`src/sv/ccl_pkg.sv`:
```
// ----------------------------------------------------------------------------
// ccl_pkg
// shared types and constants of the command line parser
// ----------------------------------------------------------------------------
`default_nettype none
package ccl_pkg;
    localparam int unsigned MAX_LINE_LENGTH = 4095;
    localparam logic [15:0] CRC_POLY_RESET = 16'h1021;
    localparam logic [15:0] CRC_INIT = 16'hFFFF;
    localparam logic [31:0] SAT_MAG = 32'h8000_0000;
    localparam logic [31:0] SAT_POS = 32'h7FFF_FFFF;
    localparam logic [7:0] CH_NL = 8'd10;
    localparam logic [7:0] CH_SP = 8'd32;

    localparam logic [1:0] ST_OK = 2'd0;
    localparam logic [1:0] ST_ARMED = 2'd1;
    localparam logic [1:0] ST_FAIL = 2'd2;
    localparam logic [1:0] ST_UNKNOWN = 2'd3;

    localparam logic [4:0] KW_ALL = 5'h1F;
    localparam int unsigned KW_WRAP = 0;

    typedef enum logic [2:0] {
        PH_START = 3'd0, PH_CMD = 3'd1, PH_CMD_WS = 3'd2, PH_GAP1 = 3'd3,
        PH_TOK1 = 3'd4, PH_GAP2 = 3'd5, PH_TOK2 = 3'd6, PH_REST = 3'd7
    } t_phase;

    // token sub-states
    localparam logic [2:0] TK_START = 3'd0;
    localparam logic [2:0] TK_SIGN = 3'd1;
    localparam logic [2:0] TK_ZERO = 3'd2;
    localparam logic [2:0] TK_DIGITS = 3'd3;

    typedef struct packed {
        logic [1:0] status;
    } t_result;

    function automatic logic [4:0] kw_char_match(input logic [7:0] lc, input logic [2:0] pos);
        logic [4:0] m;
        m = '0;
        case (pos)
            3'd0: m = {lc == "h", lc == "s", lc == "g", lc == "s", lc == "w"};
            3'd1: m = {lc == "e", lc == "e", lc == "e", lc == "c", lc == "r"};
            3'd2: m = {lc == "a", lc == "t", lc == "t", lc == "a", lc == "a"};
            3'd3: m = {lc == "d", 1'b0, 1'b0, lc == "n", lc == "p"};
            3'd4: m = {lc == "i", 4'b0};
            3'd5: m = {lc == "n", 4'b0};
            3'd6: m = {lc == "g", 4'b0};
            default: m = '0;
        endcase
        return m;
    endfunction

    function automatic logic [4:0] kw_len_mask(input logic [2:0] n);
        logic [4:0] m;
        m = '0;
        case (n)
            3'd3: m = 5'b01100;
            3'd4: m = 5'b00011;
            3'd7: m = 5'b10000;
            default: m = '0;
        endcase
        return m;
    endfunction
endpackage
`default_nettype wire

```
`src/sv/ccl_crc.sv`:
```
// ----------------------------------------------------------------------------
// ccl_crc
// one byte of msb-first crc-16, eight steps unrolled
// ----------------------------------------------------------------------------
`default_nettype none
module ccl_crc (
    input  wire logic [15:0] i_crc,
    input  wire logic [15:0] i_poly,
    input  wire logic [7:0]  i_byte,
    output logic      [15:0] o_crc
);
    always_comb begin
        logic [15:0] c;
        c = i_crc ^ {i_byte, 8'h00};
        for (int j = 0; j < 8; j++) begin
            c = c[15] ? ({c[14:0], 1'b0} ^ i_poly) : {c[14:0], 1'b0};
        end
        o_crc = c;
    end
endmodule
`default_nettype wire

```
`src/sv/ccl_token.sv`:
```
// ----------------------------------------------------------------------------
// ccl_token
// numeric token accumulator, one digit a beat, saturating
// ----------------------------------------------------------------------------
`default_nettype none
module ccl_token (
    input  wire logic [7:0]  i_byte,
    input  wire logic        i_hex,
    input  wire logic        i_fresh,
    input  wire logic [31:0] i_acc,
    input  wire logic        i_neg,
    input  wire logic        i_stop,
    input  wire logic [2:0]  i_sub,
    output logic      [31:0] o_acc,
    output logic             o_neg,
    output logic             o_stop,
    output logic      [2:0]  o_sub
);
    logic [31:0] acc;
    logic        neg, stop;
    logic [2:0]  sub;
    logic [4:0]  d;
    logic        is_d;
    logic [36:0] prod;

    always_comb begin
        acc  = i_fresh ? '0 : i_acc;
        neg  = i_fresh ? 1'b0 : i_neg;
        stop = i_fresh ? 1'b0 : i_stop;
        sub  = i_fresh ? ccl_pkg::TK_START : i_sub;
        is_d = 1'b1;
        d    = '0;
        if (i_byte >= "0" && i_byte <= "9") d = 5'(i_byte - "0");
        else if (i_hex && i_byte >= "a" && i_byte <= "f") d = 5'(i_byte - "a" + 8'd10);
        else if (i_hex && i_byte >= "A" && i_byte <= "F") d = 5'(i_byte - "A" + 8'd10);
        else is_d = 1'b0;
        prod = i_hex ? {1'b0, acc, 4'b0} + 37'(d)
                     : {2'b0, acc, 3'b0} + {4'b0, acc, 1'b0} + 37'(d);
        o_acc = acc; o_neg = neg; o_stop = stop; o_sub = sub;
        if (!stop) begin
            if (sub == ccl_pkg::TK_START && (i_byte == "+" || i_byte == "-")) begin
                o_neg = (i_byte == "-");
                o_sub = ccl_pkg::TK_SIGN;
            end else if (i_hex && sub == ccl_pkg::TK_ZERO && (i_byte == "x" || i_byte == "X")) begin
                o_sub = ccl_pkg::TK_DIGITS;
            end else if (!is_d) begin
                o_stop = 1'b1;
            end else begin
                o_sub = (i_hex && sub <= ccl_pkg::TK_SIGN && i_byte == "0")
                        ? ccl_pkg::TK_ZERO : ccl_pkg::TK_DIGITS;
                o_acc = (prod > 37'(ccl_pkg::SAT_MAG)) ? ccl_pkg::SAT_MAG : prod[31:0];
            end
        end
    end
endmodule
`default_nettype wire

```
`src/sv/crc_checked_command_line_parser_unit.sv`:
```
// ----------------------------------------------------------------------------
// crc_checked_command_line_parser_unit
// splits a byte stream into lines, checks crc and length, classifies commands
// ----------------------------------------------------------------------------
// Bytes enter on the s_axis channel (tdata[7:0] = data_byte), one beat per
// cycle while s_axis_tready is high. A newline byte closes the line and yields
// one result beat on m_axis (tdata[1:0] = line_status); other bytes yield none.
// Each accepted byte updates the line state at the accepting edge (eight-step
// crc, keyword match, one digit accumulate), and a newline loads the output
// register, so a result appears in the cycle after its newline.
// Throughput is one byte per cycle while s_axis_tready is high. The output
// register holds one result; while it is full and not taken, s_axis_tready is
// low, otherwise a new byte is taken even in the cycle the result leaves.
// The polynomial is written on the cfg channel (cfg_tdata[15:0]), always
// ready; write it only while idle.
// Synchronous active-low reset restores the polynomial to 0x1021, clears the
// line state and the armed check, and empties the output register.
// ----------------------------------------------------------------------------
`default_nettype none
module crc_checked_command_line_parser_unit #(
    parameter int unsigned MAX_LINE_LENGTH = ccl_pkg::MAX_LINE_LENGTH
) (
    input  wire logic        i_clk,
    input  wire logic        i_rst_n,
    input  wire logic        s_axis_tvalid,
    output logic             s_axis_tready,
    input  wire logic [7:0]  s_axis_tdata,   // [7:0] data_byte
    output logic             m_axis_tvalid,
    input  wire logic        m_axis_tready,
    output logic      [7:0]  m_axis_tdata,   // [1:0] line_status, rest zero
    input  wire logic        cfg_tvalid,
    output logic             cfg_tready,
    input  wire logic [15:0] cfg_tdata       // [15:0] crc_poly
);
    localparam int unsigned LW = $clog2(MAX_LINE_LENGTH + 1);

    logic [15:0] r_poly, r_crc, n_crc_b;
    logic [LW-1:0] r_len;
    ccl_pkg::t_phase r_phase, n_phase;
    logic [4:0]  r_live, n_live;
    logic [2:0]  r_kc, n_kc;
    logic [31:0] r_acc, n_acc, r_v1, n_v1, r_v2, n_v2, r_exp_crc, r_exp_len;
    logic        r_neg, n_neg, r_stop, n_stop, r_armed;
    logic        r_ovalid;
    ccl_pkg::t_result r_res, n_res;

    logic [7:0]  b, lc;
    logic        ws, acc_take, is_nl;
    logic        t_hex, t_fresh, t_use;
    logic [31:0] t_acc, tokv;
    logic        t_neg, t_stop;
    logic [2:0]  t_sub;

    assign b = s_axis_tdata;
    assign s_axis_tready = !r_ovalid || m_axis_tready;
    assign acc_take = s_axis_tvalid && s_axis_tready;
    assign is_nl = (b == ccl_pkg::CH_NL);
    assign cfg_tready = 1'b1;
    assign m_axis_tvalid = r_ovalid;
    assign m_axis_tdata = {6'b0, r_res.status};
    assign ws = (b == ccl_pkg::CH_SP) || (b >= 8'd9 && b <= 8'd13);
    assign lc = (b >= "A" && b <= "Z") ? b + 8'd32 : b;

    ccl_crc u_crc (.i_crc(r_crc), .i_poly(r_poly), .i_byte(b), .o_crc(n_crc_b));

    ccl_token u_tok (
        .i_byte(b), .i_hex(t_hex), .i_fresh(t_fresh), .i_acc(r_acc), .i_neg(r_neg),
        .i_stop(r_stop), .i_sub(r_kc), .o_acc(t_acc), .o_neg(t_neg),
        .o_stop(t_stop), .o_sub(t_sub)
    );

    // value of the token held so far
    assign tokv = r_neg ? (32'd0 - r_acc)
                        : ((r_acc > ccl_pkg::SAT_POS) ? ccl_pkg::SAT_POS : r_acc);

    always_comb begin
        t_fresh = (r_phase == ccl_pkg::PH_GAP1 || r_phase == ccl_pkg::PH_GAP2);
        t_hex = r_live[ccl_pkg::KW_WRAP] &&
                (r_phase == ccl_pkg::PH_GAP1 || r_phase == ccl_pkg::PH_TOK1);
        t_use = 1'b0;
        n_phase = r_phase; n_live = r_live; n_kc = r_kc;
        n_v1 = r_v1; n_v2 = r_v2;
        case (r_phase)
            ccl_pkg::PH_START: if (!ws) begin
                n_live = r_live & ccl_pkg::kw_char_match(lc, r_kc);
                n_kc = r_kc + 3'd1;
                n_phase = ccl_pkg::PH_CMD;
            end
            ccl_pkg::PH_CMD: begin
                if (b == ccl_pkg::CH_SP) begin
                    n_live = r_live & ccl_pkg::kw_len_mask(r_kc);
                    n_kc = '0;
                    n_phase = ccl_pkg::PH_GAP1;
                end else if (ws) begin
                    n_phase = ccl_pkg::PH_CMD_WS;
                end else begin
                    n_live = r_live & ccl_pkg::kw_char_match(lc, r_kc);
                    if (r_kc != 3'd7) n_kc = r_kc + 3'd1;
                end
            end
            ccl_pkg::PH_CMD_WS: begin
                if (b == ccl_pkg::CH_SP) begin
                    n_live = '0; n_kc = '0; n_phase = ccl_pkg::PH_GAP1;
                end else if (!ws) begin
                    n_live = '0; n_phase = ccl_pkg::PH_CMD;
                end
            end
            ccl_pkg::PH_GAP1, ccl_pkg::PH_GAP2: if (!ws) begin
                t_use = 1'b1;
                n_phase = (r_phase == ccl_pkg::PH_GAP1) ? ccl_pkg::PH_TOK1 : ccl_pkg::PH_TOK2;
            end
            ccl_pkg::PH_TOK1: begin
                if (b == ccl_pkg::CH_SP) begin
                    n_v1 = tokv; n_phase = ccl_pkg::PH_GAP2;
                end else t_use = 1'b1;
            end
            ccl_pkg::PH_TOK2: begin
                if (b == ccl_pkg::CH_SP) begin
                    n_v2 = tokv; n_phase = ccl_pkg::PH_REST;
                end else t_use = 1'b1;
            end
            default: ;
        endcase
        n_acc = r_acc; n_neg = r_neg; n_stop = r_stop;
        if (t_use) begin
            n_acc = t_acc; n_neg = t_neg; n_stop = t_stop; n_kc = t_sub;
        end
    end

    // line end decision
    logic [4:0]  e_live;
    logic [31:0] e_v1, e_v2;
    logic        e_ok;
    always_comb begin
        e_live = r_live; e_v1 = r_v1; e_v2 = r_v2;
        if (r_phase == ccl_pkg::PH_CMD || r_phase == ccl_pkg::PH_CMD_WS)
            e_live = r_live & ccl_pkg::kw_len_mask(r_kc);
        else if (r_phase == ccl_pkg::PH_TOK1) e_v1 = tokv;
        else if (r_phase == ccl_pkg::PH_TOK2) e_v2 = tokv;
        e_ok = (32'(r_len) == r_exp_len) && ({16'd0, r_crc ^ ccl_pkg::CRC_INIT} == r_exp_crc);
        if (r_armed && !e_ok) n_res.status = ccl_pkg::ST_FAIL;
        else if (r_phase == ccl_pkg::PH_START || e_live == '0) n_res.status = ccl_pkg::ST_UNKNOWN;
        else if (e_live[ccl_pkg::KW_WRAP]) n_res.status = ccl_pkg::ST_ARMED;
        else n_res.status = ccl_pkg::ST_OK;
    end

    always_ff @(posedge i_clk) begin
        if (!i_rst_n) begin
            r_poly <= ccl_pkg::CRC_POLY_RESET;
            r_armed <= 1'b0; r_exp_crc <= '0; r_exp_len <= '0;
            r_ovalid <= 1'b0;
            r_crc <= ccl_pkg::CRC_INIT; r_len <= '0; r_phase <= ccl_pkg::PH_START;
            r_live <= ccl_pkg::KW_ALL; r_kc <= '0; r_acc <= '0; r_neg <= 1'b0;
            r_stop <= 1'b0; r_v1 <= '0; r_v2 <= '0;
        end else begin
            if (cfg_tvalid) r_poly <= cfg_tdata;
            if (acc_take && is_nl) r_ovalid <= 1'b1;
            else if (m_axis_tready) r_ovalid <= 1'b0;
            if (acc_take) begin
                if (is_nl) begin
                    r_res <= n_res;
                    if (n_res.status == ccl_pkg::ST_ARMED) begin
                        r_armed <= 1'b1; r_exp_crc <= e_v1; r_exp_len <= e_v2;
                    end else r_armed <= 1'b0;
                    r_crc <= ccl_pkg::CRC_INIT; r_len <= '0; r_phase <= ccl_pkg::PH_START;
                    r_live <= ccl_pkg::KW_ALL; r_kc <= '0; r_acc <= '0; r_neg <= 1'b0;
                    r_stop <= 1'b0; r_v1 <= '0; r_v2 <= '0;
                end else begin
                    r_crc <= n_crc_b;
                    if (32'(r_len) < 32'(MAX_LINE_LENGTH)) r_len <= r_len + LW'(1);
                    r_phase <= n_phase; r_live <= n_live; r_kc <= n_kc;
                    r_acc <= n_acc; r_neg <= n_neg; r_stop <= n_stop;
                    r_v1 <= n_v1; r_v2 <= n_v2;
                end
            end
        end
    end
endmodule
`default_nettype wire

```
`config.mk`:
```
export PLATFORM = sky130hd
export DESIGN_NAME = crc_checked_command_line_parser_unit
export DESIGN_NICKNAME = d
export VERILOG_FILES = /design/src/sv/ccl_pkg.sv /design/src/sv/ccl_crc.sv /design/src/sv/ccl_token.sv /design/src/sv/crc_checked_command_line_parser_unit.sv
export SDC_FILE = /design/constraint.sdc
export NUM_CORES = 1
export LEC_CHECK = 0
export BUFFER_PORTS_ARGS = -buffer_cell sky130_fd_sc_hd__buf_2
export CORE_MARGIN = 2
export CORE_UTILIZATION = 45
export DETAILED_ROUTE_END_ITERATION = 16
export HOLD_SLACK_MARGIN = 0.1
export PLACE_DENSITY_LB_ADDON = 0.1
export SETUP_SLACK_MARGIN = 0.2
export SLEW_MARGIN = 20
export SYNTH_ARGS = -nofsm -noshare
export SYNTH_HDL_FRONTEND = slang
export SYNTH_HIERARCHICAL = 1
export SYNTH_SLANG_ARGS = --single-unit
```
`constraint.sdc`:
```
create_clock -name i_clk -period 8.6 [get_ports i_clk]
set_clock_uncertainty 0.2 [all_clocks]
set_input_delay 0.43 -clock i_clk [delete_from_list [all_inputs] [get_ports i_clk]]
set_output_delay 0.43 -clock i_clk [all_outputs]
set_load 0.005 [all_outputs]
```
Word level (Yosys, flattened, before mapping)
Cells that the tools add are included.
{"block": "word_totals", "memories": 0, "out_inout_bits": 11, "mem_bits_rw": 0, "rom_bits": 0, "latchBits": 0, "wordCells": 257, "inputBits": 29, "ff_bits": 221}
{"block": "op_classes", "n_lt_le_gt_ge": 13, "add_sub_neg": 12, "eq_ne": 49, "div": 0, "shift": 0, "n_mul": 0, "bitwise_logic": 14, "reduce_logical": 52, "mux": 101}
{"operator": "32-bit 2-to-1 mux", "n": 20}
{"operator": "16-bit 2-to-1 mux", "n": 9}
{"operator": "16-bit XOR", "n": 9}
{"operator": "8-bit by 7-bit == test with 1-bit output (second input constant)", "n": 15}
{"operator": "5-bit 2-to-1 mux", "n": 17}
{"operator": "3-bit 2-to-1 mux", "n": 20}
{"operator": "36-bit by 5-bit adder with 37-bit output", "n": 1}
{"operator": "37-bit by 5-bit adder with 37-bit output", "n": 1}
{"operator": "37-bit by 32-bit > comparator with 1-bit output (second input constant)", "n": 1}
{"operator": "37-bit 2-to-1 mux", "n": 1}
{"operator": "35-bit by 33-bit adder with 36-bit output", "n": 1}
{"operator": "5-bit case mux with 7 select lines", "n": 1}
{"operator": "12-bit by 32-bit == test with 1-bit output", "n": 1}
{"operator": "16-bit by 32-bit == test with 1-bit output", "n": 1}
{"operator": "8-bit by 6-bit == test with 1-bit output (second input constant)", "n": 4}
{"operator": "32-bit by 31-bit > comparator with 1-bit output (second input constant)", "n": 1}
{"operator": "1-bit by 32-bit subtractor with 32-bit output (first input constant)", "n": 1}
{"operator": "5-bit case mux with 3 select lines", "n": 2}
{"operator": "8-bit by 7-bit less-or-equal comparator with 1-bit output (second input constant)", "n": 3}
{"operator": "12-bit 2-to-1 mux", "n": 2}
{"operator": "1-bit 2-to-1 mux", "n": 22}
{"operator": "3-bit == test (second input constant)", "n": 7}
{"operator": "5-bit bitwise AND", "n": 4}
{"operator": "4-bit inequality test (second input constant)", "n": 5}
{"operator": "other kinds (39)", "n": 92}

Logic depth before layout (Yosys ltp)
{"block": "depth", "word_depth": 18, "depth_mapped": 28, "mapped_depth_nobuf": 23}

Hierarchy
The synthesis kept the hierarchy.
{"mod": "crc_checked_command_line_parser_unit", "cells_per_inst": 1459, "area_per_inst_um2": 11544.8, "instances": 1}
{"mod": "ccl_token", "cells_per_inst": 704, "area_per_inst_um2": 4575.6, "instances": 1}
{"mod": "ccl_crc", "cells_per_inst": 383, "area_per_inst_um2": 2897.8, "instances": 1}

Worst setup path before layout
OpenSTA, ideal clock, no wires.
{"block": "synth_timing", "path_kind": "reg2reg", "start": "register r_phase[2]", "end": "register r_acc[13]", "arrival_time_ns": 6.270, "path_stages_with_launch": 28, "t_required_ns": 8.330, "setup_ns": 0.070, "slack_ns": 2.059, "n_path_buf": 5, "period_less_slack_ns": 6.541, "path_cell_list": "dfxtp_1 > clkbuf_1 > nor2b_1 > nand2_1 > clkbuf_1 > clkbuf_1 > a21boi_0 > clkbuf_1 > inv_1 > nor4_1 > nand2_1 > and2_1 > fa_1 > inv_1 > fa_1 > a211oi_2 > o21ai_1 > a211oi_2 > o22ai_1 > or3_1 > a31oi_1 > o211ai_1 > nor4_2 > a41oi_2 > buf_6 > o31ai_1 > nand4_1 > a21oi_1"}
{"block": "synth_between", "elab_chain_len": 18, "word_cells_on_any_way": 42, "cone_classes": "3 x add/sub; 1 x order compare; 5 x eq/ne; 18 x mux; 15 x reduce/logical"}
{"element": "start, declared", "line_no": "crc_checked_command_line_parser_unit.sv:39", "text": "ccl_pkg::t_phase r_phase, n_phase;"}
{"element": "start signal, assigned", "line_no": "crc_checked_command_line_parser_unit.sv:171", "text": "r_phase <= n_phase; r_live <= n_live; r_kc <= n_kc;"}
{"element": "3-bit by 2-bit == test with 1-bit output or 3-bit == test (tied branches)", "line_no": "crc_checked_command_line_parser_unit.sv:79", "text": "(r_phase == ccl_pkg::PH_GAP1 || r_phase == ccl_pkg::PH_TOK1);"}
{"element": "1-bit logical OR (*)", "line_no": "crc_checked_command_line_parser_unit.sv:79"}
{"element": "1-bit logical AND (*)", "line_no": "crc_checked_command_line_parser_unit.sv:78", "text": "t_hex = r_live[ccl_pkg::KW_WRAP] &&"}
{"element": "named net t_hex", "line_no": "crc_checked_command_line_parser_unit.sv:49", "text": "logic t_hex, t_fresh, t_use;"}
{"element": "1-bit logical AND (2 in a row)", "line_no": "ccl_token.sv:35", "text": "else if (i_hex && i_byte >= \"A\" && i_byte <= \"F\") d = 5'(i_byte - \"A\" + 8'd10);"}
{"element": "5-bit 2-to-1 mux", "line_no": "ccl_token.sv:35"}
{"element": "5-bit 2-to-1 mux", "line_no": "ccl_token.sv:34", "text": "else if (i_hex && i_byte >= \"a\" && i_byte <= \"f\") d = 5'(i_byte - \"a\" + 8'd10);"}
{"element": "5-bit 2-to-1 mux", "line_no": "ccl_token.sv:33", "text": "if (i_byte >= \"0\" && i_byte <= \"9\") d = 5'(i_byte - \"0\");"}
{"element": "[3 not listed]"}
{"element": "32-bit 2-to-1 mux", "line_no": "ccl_token.sv:51", "text": "o_acc = (prod > 37'(ccl_pkg::SAT_MAG)) ? ccl_pkg::SAT_MAG : prod[31:0];"}
{"element": "32-bit 2-to-1 mux", "line_no": "ccl_token.sv:46", "text": "end else if (!is_d) begin"}
{"element": "32-bit 2-to-1 mux (*)", "line_no": "ccl_token.sv:44", "text": "end else if (i_hex && sub == ccl_pkg::TK_ZERO && (i_byte == \"x\" || i_byte == \"X\")) begin"}
{"element": "32-bit 2-to-1 mux (*)", "line_no": "ccl_token.sv:41", "text": "if (sub == ccl_pkg::TK_START && (i_byte == \"+\" || i_byte == \"-\")) begin"}
{"element": "32-bit 2-to-1 mux (*)", "line_no": "ccl_token.sv:40", "text": "if (!stop) begin"}
{"element": "32-bit 2-to-1 mux (*)", "line_no": "crc_checked_command_line_parser_unit.sv:125", "text": "if (t_use) begin"}
{"element": "named net n_acc[13]", "line_no": "crc_checked_command_line_parser_unit.sv:42", "text": "logic [31:0] r_acc, n_acc, r_v1, n_v1, r_v2, n_v2, r_exp_crc, r_exp_len;"}
{"element": "32-bit 2-to-1 mux (*)", "line_no": "crc_checked_command_line_parser_unit.sv:160", "text": "if (is_nl) begin"}
{"element": "end signal, assigned", "line_no": "crc_checked_command_line_parser_unit.sv:172", "text": "r_acc <= n_acc; r_neg <= n_neg; r_stop <= n_stop;"}
{"element": "end, declared", "line_no": "crc_checked_command_line_parser_unit.sv:42"}
Mark *: on every way through the listed nets, which the timed path passes. The rest lies on a longest branch. The select of a mux whose other input is x is not followed.
A chain may end at the register's enable or synchronous reset.

Final worst setup path
{"block": "layout_timing", "start": "register r_phase[2]", "end": "register r_acc[1]"}
Same word-level chain as after synthesis.

==> run_results.csv <==
group,metric,value,unit
outcome,outcome,"complete, no violations",
synthesis,synth.distinct_cells,116,
route,wl_per_cell,21.16,µm
power_and_ir_drop,switchingPower,1.633,mW
die,pin_count,40,
sta,report.final.slew_viol_count,0,
route,first_iter_violations,2088,
clock_tree,clk_pin_slew_worst_paths,60,ps
power_and_ir_drop,pwr-share-seq,0.269,
clock_tree,cts-root-buf,"clkbuf_16",
sta,rsz0062_at_grt,"no",
synthesis,synth_edf_count,2,
synthesis,ys_seq_area_frac,0.2337,
route,vias_per_cell,6.425,
sta,tightestPinTransition,1052,ps
die,fp-row-count,75,
clock_tree,hold_buffers,18,
synthesis,postSynthAreaPerCell,7.470,µm²
final_layout,fin_nets,2558,
sta,fmax,132.9,MHz
clock_tree,cts_resized,0,
worst_setup_path,r2r_setup_slack,1080,ps
sta,setup_viol,0,
power_and_ir_drop,clock_power_share,0.291,
power_and_ir_drop,power_switching_share,0.3844,
sta,setup_slack,1077,ps
placement,dp_slack,1340,ps
grt,grt_usage,0.2827,
final_layout,layout_commonest_cell,"nand2_1",
sta,slew_headroom,0.2966,
clock_tree,tritoncts,"done",
grt,grt_pass1_vias,18073,
die,die_area,0.04392,mm²
clock_tree,numCtsBuffers,27,
synthesis,synth_seq_cells,221,
power_and_ir_drop,ir_drop,0.3142,mV
synthesis,synthesis.area,0.01902,mm²
placement,place.port_buffers,32,
die,die_h,209.6,µm
grt,grt_max_degree,69,
worst_setup_path,arrival,7820,ps
final_layout,final_core_util,0.4853,
die,initial_core_util,0.4544,
worst_setup_path,reg2reg_depth,25,
clock_tree,cts_buffer_depth,3,
worst_setup_path,r2r_end,"r_acc[1]",
route,vias,19345,
worst_setup_path,critical_path.max_fanout,24,
route,first_pass_iters,6,
power_and_ir_drop,p_leak,7.246,nW
placement,hpwlAfterDp,43.67,mm
clock_tree,post-cts-setup-buffers,0,
worst_setup_path,r2r_start,"r_phase[2]",
min_path,holdPathStages,3,
grt,antenna_found_initial,0,
final_layout,drive_above_1_share,0.07692,
min_path,hold_end,"r_poly[0]",
route,drt_wl_total,63.72,mm
sta,min_period,7523,ps
sta,finalHoldViolCount,0,
clock_tree,h-tree-depth,1,
placement,globalplace.congestion,0.9200,
synthesis,syn_inst,2546,
worst_setup_path,worstSetupPathType,"register to register",
min_path,min_path_type,"input port to register",
worst_setup_path,setup.worst_path.start_class,"register",
run,max_cap_violations,0,
sta,fin_tns_setup,0,ps
route,drc_errors,0,
clock_tree,clk_latency,580,ps
final_layout,layout_common_cells,"375 x nand2_1, 219 x dfxtp_1, 174 x a21oi_1",
grt,overflow,0,
power_and_ir_drop,power.density,209.2,mW/mm²
die,die_w,209.6,µm
grt,grt_pass1_wl,101.6,mm
worst_setup_path,end_kind,"register",
power_and_ir_drop,p_int,2.616,mW
die,core,0.04185,mm²
route,detail-route-antenna-nets,0,
worst_setup_path,cp.required,8900,ps
final_layout,area_growth,6.803,%
sta,post-route-period-util,0.8748,
clock_tree,cts_sinks,221,
synthesis,ys.flop_type,"dfxtp_1",
min_path,hold_start,"i_rst_n",
final_layout,filler_cell_count,4214,
power_and_ir_drop,power_frac_comb,0.439,
synthesis,synthArstFlopShare,0,
synthesis,yosysWarnings,6,
## synth_stat cells, drive strengths merged, types with 43 or more instances
library cell / instances / area, µm²
nor4: 48 / 355.3
a31oi: 74 / 469.2
o21ai: 146 / 768.2
a211oi: 52 / 405.4
nor3: 43 / 241.5
buf: 57 / 366.6
nand4: 72 / 456.7
nor2b: 44 / 275.3
xor2: 54 / 506.7
xnor2: 123 / 1092
a21oi: 174 / 870.8
nor2: 170 / 645.6
nand2: 377 / 1418
dfxtp: 219 / 4384
nand3: 91 / 460.4
inv: 55 / 206.4
ha: 77 / 963.4
clkbuf: 158 / 638.1
## metrics by stage
step	hold WS (ps)	area (µm²)	instances	power [mW]
after global routing	137.9	20310	3009	4.478
after global placement	239.5	19170	2941	3.000
after CTS	103.2	20310	3009	4.257
after floorplan	231.8	19040	2551	2.717
final	131.3	20310	3011	4.249
after detailed placement	244.2	19170	2941	2.998
## worst max-delay path by stage
stage                          start   endpoint  slack [ps]  cells after the start
final                     r_phase[2]   r_acc[1]        1080                     25
after global routing      r_phase[2]   r_acc[1]         610                     25
after CTS                 r_phase[2]   r_acc[1]        1310                     25
after detailed placement  r_phase[2]   r_acc[1]        1340                     25
after global placement    r_phase[2]   r_acc[1]        1500                     25
after floorplan           r_phase[2]  r_acc[13]        2060                     27
## cells by family after synthesis
family,share of synthesized area
compound gates,0.2667
fa+ha+maj,0.05539
simple gates,0.2590
xor+xnor,0.1057
buf+inv,0.06441
other cells,0.0003949
mux,0.01474
flops,0.2337
## power groups by stage
stage	Combinational, mW	Clock, mW	Sequential (mW)
floorplan	1.59	0	1.13
global placement	1.83	0	1.17
detailed placement	1.83	0	1.17
CTS	1.85	1.26	1.15
global route	2.03	1.30	1.15
finish	1.87	1.24	1.14
## cell type report
class                   instances  area, µm²  area share
repair buffers                 85      603.1     0.02969
inverters                      56      215.2     0.01060
multi-input cells            2058      13420      0.6605
clock inverters                13      180.2    0.008870
well taps                     539      674.4     0.03320
flip-flops and latches        221       4444      0.2188
diodes                          2      5.005   0.0002464
clock buffers                  37      773.2     0.03807
## metal layers
metal  track usage  part of all wire
met1        0.3854              0.44
met2        0.4684              0.47
met3       0.03606             0.067
met4       0.08339             0.026
met5             0                 0
## worst max-delay path, cell delays in order, from the launching register on
cell	delay, ps
dfxtp_1	770
nor2b_1	390
nand2_1	170
a21boi_4	180
inv_1	50
buf_4	220
nor4_1	550
nand4b_1	200
a21boi_0	200
inv_1	110
ha_1	230
ha_1	240
fa_1	450
a211oi_2	320
o21ai_1	110
a211oi_2	470
o22ai_1	200
nor3_1	220
a211oi_1	80
xor2_1	170
o41ai_2	360
buf_4	260
nand2_1	490
o41ai_1	490
nand4_1	130
a21oi_1	170
## sequential cells by signal, indices dropped and copies added, names as in the netlist, 2 cells and up
signal,cells
r_acc,32
r_crc,16
r_exp_crc,32
r_exp_len,32
r_kc,3
r_len,12
r_live,5
r_phase,3
r_poly,16
r_res,2
r_v1,32
r_v2,32
(Power assumes the default switching activity.)
